--- config.mk ---
export PLATFORM = sky130hd
export DESIGN_NAME = battery_gauge_filter
export DESIGN_NICKNAME = d
export VERILOG_FILES = /design/src/design/bgf_pkg.sv /design/src/design/battery_gauge_filter.sv /design/src/design/bgf_apb.sv
export SDC_FILE = /design/constraint.sdc
export NUM_CORES = 1
export LEC_CHECK = 0
export ABC_AREA = 1
export BUFFER_PORTS_ARGS = -buffer_cell sky130_fd_sc_hd__buf_4
export CORE_MARGIN = 2
export CORE_UTILIZATION = 31
export CTS_CLUSTER_SIZE = 8
export DETAILED_ROUTE_END_ITERATION = 16
export GPL_ROUTABILITY_DRIVEN = 0
export HOLD_SLACK_MARGIN = 0.08
export PLACE_DENSITY = 0.54
export RECOVER_POWER = 50
export SETUP_SLACK_MARGIN = 0.2
export SYNTH_ARGS = -nofsm -noshare
export SYNTH_HDL_FRONTEND = slang
export SYNTH_HIERARCHICAL = 1
export SYNTH_SLANG_ARGS = --single-unit
--- constraint.sdc ---
create_clock -name clk -period 14.7 [get_ports clk]
set_input_delay 0.735 -clock clk [delete_from_list [all_inputs] [get_ports clk]]
set_output_delay 0.735 -clock clk [all_outputs]
set_load 0.01 [all_outputs]
--- src/design/bgf_pkg.sv ---
`timescale 1ns / 1ps

package bgf_pkg;

    localparam int SMOOTH_W   = 13;
    localparam int RAW_W      = 16;
    localparam int PCT_W      = 7;
    localparam int LVL_W      = 3;
    localparam int MARGIN_W   = 4;
    localparam int IDX_W      = 4;
    localparam int NUM_W      = 12;
    localparam int DEN_W      = 9;
    localparam int CNT_W      = 4;
    localparam int APB_ADDR_W = 3;
    localparam int APB_DATA_W = 32;

    localparam logic [RAW_W-1:0]    MV_CLAMP_HI = 16'd4400;
    localparam logic [RAW_W-1:0]    MV_CLAMP_LO = 16'd2700;
    localparam logic [RAW_W-1:0]    PCT_CLAMP   = 16'd100;
    localparam logic [SMOOTH_W-1:0] CURVE_TOP   = 13'd4200;
    localparam logic [SMOOTH_W-1:0] CURVE_BOT   = 13'd3000;
    localparam logic [PCT_W-1:0]    PCT_FULL    = 7'd100;
    localparam logic [LVL_W-1:0]    LVL_MIN     = 3'd1;
    localparam logic [LVL_W-1:0]    LVL_MAX     = 3'd5;
    localparam logic [MARGIN_W-1:0] MARGIN_RST  = 4'd3;

    typedef enum logic [0:0] {
        REG_SOURCE_MODE = 1'b0,
        REG_HYST_MARGIN = 1'b1
    } reg_idx_t;

    typedef struct packed {
        logic                source_mode;
        logic [MARGIN_W-1:0] hysteresis_margin;
    } cfg_t;

    // discharge curve, index 0 is full charge
    function automatic logic [SMOOTH_W-1:0] curve_mv(input logic [IDX_W-1:0] i);
        logic [SMOOTH_W-1:0] r;
        case (i)
            4'd0:    r = 13'd4200;
            4'd1:    r = 13'd4060;
            4'd2:    r = 13'd3980;
            4'd3:    r = 13'd3920;
            4'd4:    r = 13'd3870;
            4'd5:    r = 13'd3820;
            4'd6:    r = 13'd3790;
            4'd7:    r = 13'd3770;
            4'd8:    r = 13'd3740;
            4'd9:    r = 13'd3680;
            4'd10:   r = 13'd3450;
            default: r = 13'd3000;
        endcase
        return r;
    endfunction

    function automatic logic [PCT_W-1:0] curve_pc(input logic [IDX_W-1:0] i);
        logic [PCT_W-1:0] r;
        case (i)
            4'd0:    r = 7'd100;
            4'd1:    r = 7'd90;
            4'd2:    r = 7'd80;
            4'd3:    r = 7'd70;
            4'd4:    r = 7'd60;
            4'd5:    r = 7'd50;
            4'd6:    r = 7'd40;
            4'd7:    r = 7'd30;
            4'd8:    r = 7'd20;
            4'd9:    r = 7'd10;
            4'd10:   r = 7'd5;
            default: r = 7'd0;
        endcase
        return r;
    endfunction

    function automatic logic [PCT_W-1:0] level_thr(input logic [1:0] i);
        logic [PCT_W-1:0] r;
        case (i)
            2'd0:    r = 7'd20;
            2'd1:    r = 7'd40;
            2'd2:    r = 7'd60;
            default: r = 7'd80;
        endcase
        return r;
    endfunction

endpackage

--- src/design/battery_gauge_filter.sv ---
`timescale 1ns / 1ps

// Battery state-of-charge filter. One input beat carries one reading
// (read_failed, raw_value); one output beat (percent, level) answers it.
// raw_value is a gauge percentage or ADC millivolts, picked by source_mode.
// Both channels use valid/stall; registers sit on an APB port (0x0 mode,
// 0x4 hysteresis margin) and are to be written only while the block is idle,
// which the block itself does not enforce. in_stall is high while a reading
// is being worked on, so one reading is in flight at a time. A failed read
// goes straight to the output register. Percent mode clamps, smooths and
// converts, then does a level walk of one step a cycle. Millivolt mode, for
// a value between the curve ends, adds a serial segment search over the
// 12-point curve and the 12-step shift-subtract divide of the interpolation
// before the level walk. The next input beat is taken only once a result
// is loaded, so a new reading is not accepted before the last one is done.
// Results sit in an output register; a stalled result holds, and the next
// reading is accepted meanwhile but its result waits for that register.
// Reset clears the filter: percent reads 0 and level reads 1 until the first
// good reading, which primes the filter and walks the level up from 1 with
// no hysteresis margin.
module battery_gauge_filter
    import bgf_pkg::*;
(
    input  logic                  clk,
    input  logic                  rst_n,
    input  logic                  in_valid,
    output logic                  in_stall,
    input  logic                  read_failed,
    input  logic [RAW_W-1:0]      raw_value,
    output logic                  out_valid,
    input  logic                  out_stall,
    output logic [PCT_W-1:0]      percent,
    output logic [LVL_W-1:0]      level,
    input  logic                  psel,
    input  logic                  penable,
    input  logic                  pwrite,
    input  logic [APB_ADDR_W-1:0] paddr,
    input  logic [APB_DATA_W-1:0] pwdata,
    output logic [APB_DATA_W-1:0] prdata,
    output logic                  pready
);

    typedef enum logic [3:0] {
        ST_IDLE,
        ST_CLAMP,
        ST_SMOOTH,
        ST_CONV,
        ST_SEARCH,
        ST_DIV,
        ST_FIN,
        ST_LEVEL,
        ST_DONE
    } state_t;

    cfg_t cfg;

    state_t              state_reg,   state_next;
    logic [RAW_W-1:0]    raw_reg,     raw_next;
    logic [SMOOTH_W-1:0] target_reg,  target_next;
    logic [SMOOTH_W-1:0] smooth_reg,  smooth_next;
    logic                primed_reg,  primed_next;
    logic                first_reg,   first_next;
    logic [PCT_W-1:0]    pct_reg,     pct_next;
    logic [LVL_W-1:0]    lvl_reg,     lvl_next;
    logic [IDX_W-1:0]    idx_reg,     idx_next;
    logic [NUM_W-1:0]    num_reg,     num_next;
    logic [DEN_W-1:0]    den_reg,     den_next;
    logic [DEN_W:0]      rem_reg,     rem_next;
    logic [NUM_W-1:0]    quo_reg,     quo_next;
    logic [CNT_W-1:0]    cnt_reg,     cnt_next;
    logic                out_vld_reg, out_vld_next;
    logic [PCT_W-1:0]    out_pct_reg, out_pct_next;
    logic [LVL_W-1:0]    out_lvl_reg, out_lvl_next;

    // clamp
    logic [SMOOTH_W-1:0] clamped;
    // smoothing step
    logic signed [SMOOTH_W:0] diff;
    logic [SMOOTH_W:0]        mag;
    logic [SMOOTH_W:0]        step;
    logic [SMOOTH_W-1:0]      stepped;
    // interpolation
    logic [IDX_W-1:0]    idx_inc;
    logic [SMOOTH_W-1:0] seg_hi;
    logic [SMOOTH_W-1:0] seg_lo;
    logic [SMOOTH_W-1:0] mv_off;
    logic [SMOOTH_W-1:0] seg_w;
    logic [PCT_W-1:0]    pc_span;
    logic [DEN_W+3:0]    prod;
    logic [DEN_W:0]      rem_shift;
    logic                rem_ge;
    // level walk
    logic [MARGIN_W-1:0] margin;
    logic [LVL_W-1:0]    lvl_m1;
    logic [LVL_W-1:0]    lvl_m2;
    logic [PCT_W:0]      thr_up;
    logic [PCT_W:0]      pct_lo;
    logic                go_up;
    logic                go_down;

    bgf_apb u_apb (
        .clk     (clk),
        .rst_n   (rst_n),
        .psel    (psel),
        .penable (penable),
        .pwrite  (pwrite),
        .paddr   (paddr),
        .pwdata  (pwdata),
        .prdata  (prdata),
        .pready  (pready),
        .cfg     (cfg)
    );

    always_comb
    begin
        if (cfg.source_mode)
        begin
            if (raw_reg > MV_CLAMP_HI)
                clamped = MV_CLAMP_HI[SMOOTH_W-1:0];
            else if (raw_reg < MV_CLAMP_LO)
                clamped = MV_CLAMP_LO[SMOOTH_W-1:0];
            else
                clamped = raw_reg[SMOOTH_W-1:0];
        end
        else
        begin
            if (raw_reg > PCT_CLAMP)
                clamped = PCT_CLAMP[SMOOTH_W-1:0];
            else
                clamped = raw_reg[SMOOTH_W-1:0];
        end
    end

    // step toward target: |diff| / 4 or / 8, truncated, at least one
    always_comb
    begin
        diff = $signed({1'b0, target_reg}) - $signed({1'b0, smooth_reg});
        mag  = diff[SMOOTH_W] ? (~diff + 1'b1) : diff;
        step = cfg.source_mode ? (mag >> 3) : (mag >> 2);
        if (step == '0 && diff != '0)
            step = {{SMOOTH_W{1'b0}}, 1'b1};
        stepped = diff[SMOOTH_W] ? (smooth_reg - step[SMOOTH_W-1:0])
                                 : (smooth_reg + step[SMOOTH_W-1:0]);
    end

    always_comb
    begin
        idx_inc   = idx_reg + 4'd1;
        seg_hi    = curve_mv(idx_reg);
        seg_lo    = curve_mv(idx_inc);
        mv_off    = smooth_reg - seg_lo;
        seg_w     = seg_hi - seg_lo;
        pc_span   = curve_pc(idx_reg) - curve_pc(idx_inc);
        prod      = mv_off[DEN_W-1:0] * pc_span[3:0];
        rem_shift = {rem_reg[DEN_W-1:0], num_reg[NUM_W-1]};
        rem_ge    = rem_shift >= {1'b0, den_reg};
    end

    always_comb
    begin
        margin  = first_reg ? '0 : cfg.hysteresis_margin;
        lvl_m1  = lvl_reg - 3'd1;
        lvl_m2  = lvl_reg - 3'd2;
        thr_up  = {1'b0, level_thr(lvl_m1[1:0])} + {4'b0, margin};
        pct_lo  = {1'b0, pct_reg} + {4'b0, margin};
        go_up   = (lvl_reg < LVL_MAX) && ({1'b0, pct_reg} >= thr_up);
        go_down = (lvl_reg > LVL_MIN) && (pct_lo < {1'b0, level_thr(lvl_m2[1:0])});
    end

    always_comb
    begin
        state_next   = state_reg;
        raw_next     = raw_reg;
        target_next  = target_reg;
        smooth_next  = smooth_reg;
        primed_next  = primed_reg;
        first_next   = first_reg;
        pct_next     = pct_reg;
        lvl_next     = lvl_reg;
        idx_next     = idx_reg;
        num_next     = num_reg;
        den_next     = den_reg;
        rem_next     = rem_reg;
        quo_next     = quo_reg;
        cnt_next     = cnt_reg;
        out_vld_next = out_vld_reg;
        out_pct_next = out_pct_reg;
        out_lvl_next = out_lvl_reg;

        if (out_vld_reg && !out_stall)
            out_vld_next = 1'b0;

        case (state_reg)
            ST_IDLE:
            begin
                if (in_valid)
                begin
                    raw_next   = raw_value;
                    state_next = read_failed ? ST_DONE : ST_CLAMP;
                end
            end
            ST_CLAMP:
            begin
                target_next = clamped;
                if (!primed_reg)
                begin
                    smooth_next = clamped;
                    primed_next = 1'b1;
                    first_next  = 1'b1;
                    state_next  = ST_CONV;
                end
                else
                begin
                    first_next = 1'b0;
                    state_next = ST_SMOOTH;
                end
            end
            ST_SMOOTH:
            begin
                smooth_next = stepped;
                state_next  = ST_CONV;
            end
            ST_CONV:
            begin
                lvl_next = (lvl_reg == '0) ? LVL_MIN : lvl_reg;
                if (!cfg.source_mode)
                begin
                    pct_next   = (smooth_reg > {6'b0, PCT_FULL}) ? PCT_FULL
                                                                  : smooth_reg[PCT_W-1:0];
                    state_next = ST_LEVEL;
                end
                else if (smooth_reg >= CURVE_TOP)
                begin
                    pct_next   = PCT_FULL;
                    state_next = ST_LEVEL;
                end
                else if (smooth_reg <= CURVE_BOT)
                begin
                    pct_next   = '0;
                    state_next = ST_LEVEL;
                end
                else
                begin
                    idx_next   = '0;
                    state_next = ST_SEARCH;
                end
            end
            ST_SEARCH:
            begin
                // walk down the curve until the segment's low end is reached
                if (smooth_reg >= seg_lo)
                begin
                    num_next   = prod[NUM_W-1:0];
                    den_next   = seg_w[DEN_W-1:0];
                    rem_next   = '0;
                    quo_next   = '0;
                    cnt_next   = '0;
                    state_next = ST_DIV;
                end
                else
                begin
                    idx_next = idx_inc;
                end
            end
            ST_DIV:
            begin
                rem_next = rem_ge ? (rem_shift - {1'b0, den_reg}) : rem_shift;
                quo_next = {quo_reg[NUM_W-2:0], rem_ge};
                num_next = {num_reg[NUM_W-2:0], 1'b0};
                cnt_next = cnt_reg + 4'd1;
                if (cnt_reg == CNT_W'(NUM_W - 1))
                    state_next = ST_FIN;
            end
            ST_FIN:
            begin
                pct_next   = curve_pc(idx_inc) + quo_reg[PCT_W-1:0];
                state_next = ST_LEVEL;
            end
            ST_LEVEL:
            begin
                if (go_up)
                    lvl_next = lvl_reg + 3'd1;
                else if (go_down)
                    lvl_next = lvl_reg - 3'd1;
                else
                    state_next = ST_DONE;
            end
            ST_DONE:
            begin
                if (!out_vld_reg || !out_stall)
                begin
                    out_vld_next = 1'b1;
                    out_pct_next = pct_reg;
                    out_lvl_next = (lvl_reg == '0) ? LVL_MIN : lvl_reg;
                    state_next   = ST_IDLE;
                end
            end
            default:
            begin
                state_next = ST_IDLE;
            end
        endcase
    end

    always_ff @(posedge clk or negedge rst_n)
    begin
        if (!rst_n)
        begin
            state_reg   <= ST_IDLE;
            raw_reg     <= '0;
            target_reg  <= '0;
            smooth_reg  <= '0;
            primed_reg  <= 1'b0;
            first_reg   <= 1'b0;
            pct_reg     <= '0;
            lvl_reg     <= '0;
            idx_reg     <= '0;
            num_reg     <= '0;
            den_reg     <= '0;
            rem_reg     <= '0;
            quo_reg     <= '0;
            cnt_reg     <= '0;
            out_vld_reg <= 1'b0;
            out_pct_reg <= '0;
            out_lvl_reg <= LVL_MIN;
        end
        else
        begin
            state_reg   <= state_next;
            raw_reg     <= raw_next;
            target_reg  <= target_next;
            smooth_reg  <= smooth_next;
            primed_reg  <= primed_next;
            first_reg   <= first_next;
            pct_reg     <= pct_next;
            lvl_reg     <= lvl_next;
            idx_reg     <= idx_next;
            num_reg     <= num_next;
            den_reg     <= den_next;
            rem_reg     <= rem_next;
            quo_reg     <= quo_next;
            cnt_reg     <= cnt_next;
            out_vld_reg <= out_vld_next;
            out_pct_reg <= out_pct_next;
            out_lvl_reg <= out_lvl_next;
        end
    end

    assign in_stall  = (state_reg != ST_IDLE);
    assign out_valid = out_vld_reg;
    assign percent   = out_pct_reg;
    assign level     = out_lvl_reg;

endmodule

--- src/design/bgf_apb.sv ---
`timescale 1ns / 1ps

module bgf_apb
    import bgf_pkg::*;
(
    input  logic                  clk,
    input  logic                  rst_n,
    input  logic                  psel,
    input  logic                  penable,
    input  logic                  pwrite,
    input  logic [APB_ADDR_W-1:0] paddr,
    input  logic [APB_DATA_W-1:0] pwdata,
    output logic [APB_DATA_W-1:0] prdata,
    output logic                  pready,
    output cfg_t                  cfg
);

    logic                source_mode_reg;
    logic [MARGIN_W-1:0] margin_reg;
    logic                wr_en;
    reg_idx_t            reg_idx;

    assign pready  = 1'b1;
    assign wr_en   = psel & penable & pwrite;
    assign reg_idx = reg_idx_t'(paddr[2]);

    always_ff @(posedge clk or negedge rst_n)
    begin
        if (!rst_n)
        begin
            source_mode_reg <= 1'b0;
            margin_reg      <= MARGIN_RST;
        end
        else if (wr_en)
        begin
            case (reg_idx)
                REG_SOURCE_MODE: source_mode_reg <= pwdata[0];
                REG_HYST_MARGIN: margin_reg      <= pwdata[MARGIN_W-1:0];
                default:         margin_reg      <= margin_reg;
            endcase
        end
    end

    always_comb
    begin
        case (reg_idx)
            REG_SOURCE_MODE: prdata = {{(APB_DATA_W-1){1'b0}}, source_mode_reg};
            REG_HYST_MARGIN: prdata = {{(APB_DATA_W-MARGIN_W){1'b0}}, margin_reg};
            default:         prdata = '0;
        endcase
    end

    assign cfg.source_mode       = source_mode_reg;
    assign cfg.hysteresis_margin = margin_reg;

endmodule
==> metrics <==
slowest CP cell dfrtp_1; setup_tns 0 ns; Startpoint Class register; Seq cells post-synth 118; Worst Hold Class register to register; initial cell density of the core 31.5%; post-layout min period between 6 and 7 ns; Largest register FFs 16; hold depth 2; clock sink count 118; Simple-Gate Fraction of Synth Area approximately 27%; CP endpoint kind register; post-synthesis xor/xnor area fraction 3.81%; total track usage roughly 16%; hold_buf cts 0; Worst Hold End level[0]; post-route clock period utilization 46.2%; # DRC 2; synth unique cells 56; total number of vias about 10k; drt wl/cell roughly 14 µm; die area 37800 µm²; top post-synthesis cells by area dfrtp_1 26%, nand2_1 13%, ha_1 12%, inv_1 7.7%, o21ai_0 5.5%; gate count after technology mapping 1598; compound-cell area share of the yosys netlist 14.9%; R2R Setup Slk 7.90 ns; Die Y 194 µm; Post-CTS Setup Repair Bufs 0; Final Hold Viols 0; num ports 104; pin count of the biggest net entering global routing 48; YS warnings 6; DRT iter0 DRCs 599; cts bufs inserted 17; Worst Path Arrival between 7 and 8 ns; wire length after detailed routing 29700 µm; RSZ-0062 raised after global routing false; sequential cell area 2960 µm²; # H-tree levels 4; fin util approximately a third; most common flop cell mapped by yosys dfrtp_1; EDFF count, synth 0; CTS Buffer Depth 2; mux cell area share after synthesis 0.401%; drt via density 4.84; # rows 69; post-route insts no fill 2108; core area about 36000 µm²; most area-hungry cell type in the Yosys netlist dfrtp_1; vias in the first global route 9878; layout cell share with drive strength beyond 1 9.35%; Critical Path Max Stage Delay 0.53 ns; grt ovf 0; Max Freq 147 MHz; Worst R2R Path Depth 28; Post-DP Area 11900 µm²; Worst Tran Pin Value 2.64 ns; Root Driver clkbuf_16; Post-Synth Adder-Cell Area ~16%; CP dominant cell by count nor2_1; Worst Path Required approximately 15 ns; fillcell total 3827; footprint of the multi-input gates 7090 µm²; RR Endpoint num_reg[11]; CP max FO 12; Die Width 194 µm; Layout Area Growth over Synthesis 11.2%; Synth async-reset ratio 100%; FF-to-FF Start idx_reg[0]; failing checks design-rule violations, max-capacitance violations, max-slew violations; max-slew violations 123; share of the synthesized area in the top cell type 25.6%; outcome complete, but fails checks; worst skew pair latency 0.43 ns; first-pass GRT wire length 50000 µm; placed cell count 2076; Avg Inst Size Synth 7.03 µm²; post-route ant nets 0; router iterations before antenna repair 13; sequential-to-total area share from yosys stat between 20% and 30%; largest family of logic cells by synthesized area simple AND/OR/NAND/NOR gates; # nets final 1823; Reg clk slew, reported paths 0.06 ns; Finished Cell Area about 12000 µm²; Final setup viols 0; Detailed Place HPWL 23600 µm; IO buf count 44; max cap viols 3; kind of critical path register to register; worst setup skew after layout 0.0127 ns; TritonCTS clock tree built; Mapped Area 11200 µm²; diode count 0; initial antenna violation count 0; min-delay src level[0]; Max-Slew Margin vs Limit -75.9%; Resized Gates After CTS 0
metrics by stage:
stage	setup slack (ns)	hold WS [ns]
5_1_grt	7.25	0.481
2_1_floorplan	9.14	0.439
3_5_place_dp	7.99	0.457
3_3_place_gp	7.94	0.457
6_report	7.90	0.463
4_1_cts	7.96	0.235
worst max-delay path by stage:
stage | from | to | slack [ns] | depth (start not counted)
2_1_floorplan | idx_reg[0] | num_reg[11] | 9.14 | 28
3_3_place_gp | idx_reg[0] | num_reg[11] | 7.94 | 28
3_5_place_dp | idx_reg[0] | num_reg[11] | 7.99 | 28
4_1_cts | idx_reg[0] | num_reg[11] | 7.96 | 28
5_1_grt | idx_reg[0] | num_reg[11] | 7.25 | 28
6_report | idx_reg[0] | num_reg[11] | 7.90 | 28
cells in the final DEF (no fill, tap or decap), types with 4 or more instances in the layout:
cell,count
o21ai_1,4
xnor2_1,17
dfrtp_1,115
o21bai_1,9
o21ai_0,124
nand2_2,20
ha_1,108
a31oi_1,18
mux2_2,4
o2111ai_1,4
or2_2,8
inv_2,11
clkinv_1,4
buf_4,45
clkbuf_1,5
xor2_1,30
conb_1,29
clkbuf_16,17
inv_1,231
fa_1,22
nand2_1,396
nor2_2,7
nor3_1,18
o211ai_1,6
o221ai_1,11
a22oi_1,4
nand3_1,85
nand4_1,11
a21oi_1,72
nor2_1,131
inv_6,6
nand3_2,10
o22ai_1,11
per-layer routing:
layer  up-vias  global-route usage [%]  wire length (µm)
met3        30                    2.29              1090
met2       215                    26.3             13500
li1       5243                       -                 -
met4         0                    4.73               477
met1      4713                    22.7             14600
met5         -                       0                 0
synthesized netlist by cell type (all sizes together), types with 11 or more instances:
library cell,instances
dfrtp,115
a31oi,18
o221ai,11
ha,108
o22ai,11
nand4,12
a21oi,75
nor3,18
inv,243
nor2,140
xor2,30
buf,37
xnor2,18
nand2,419
o21ai,128
fa,22
clkbuf,23
nand3,98
worst max-delay path: cells and delay by family (launching register included):
kind / cells / cell delay, ns
flops: 1 / 0.53
simple gates: 9 / 1.33
compound gates: 8 / 1.70
fa+ha+maj: 4 / 1.79
buf+inv: 5 / 0.73
xor+xnor: 2 / 0.54
cell type report:
| class | instances | area share [%] |
|---|---|---|
| clock inverters | 15 | 1.29 |
| flip-flops and latches | 118 | 23.7 |
| well taps | 461 | 4.62 |
| inverters | 247 | 7.44 |
| multi-input cells | 1200 | 56.7 |
| clock buffers | 17 | 3.40 |
| repair buffers | 50 | 2.85 |
cells by family after synthesis:
family / Yosys count
AOI/OAI and AO/OA: 289
adders and majority gates: 130
DFF: 118
buffers and inverters: 307
xor gates and xnor gates: 48
other: 2
and+or+nand+nor: 700
muxes: 4
Power is left out: the tool's default activity adds up to more than one toggle a clock period on the data nets, which glitch-free logic cannot reach.
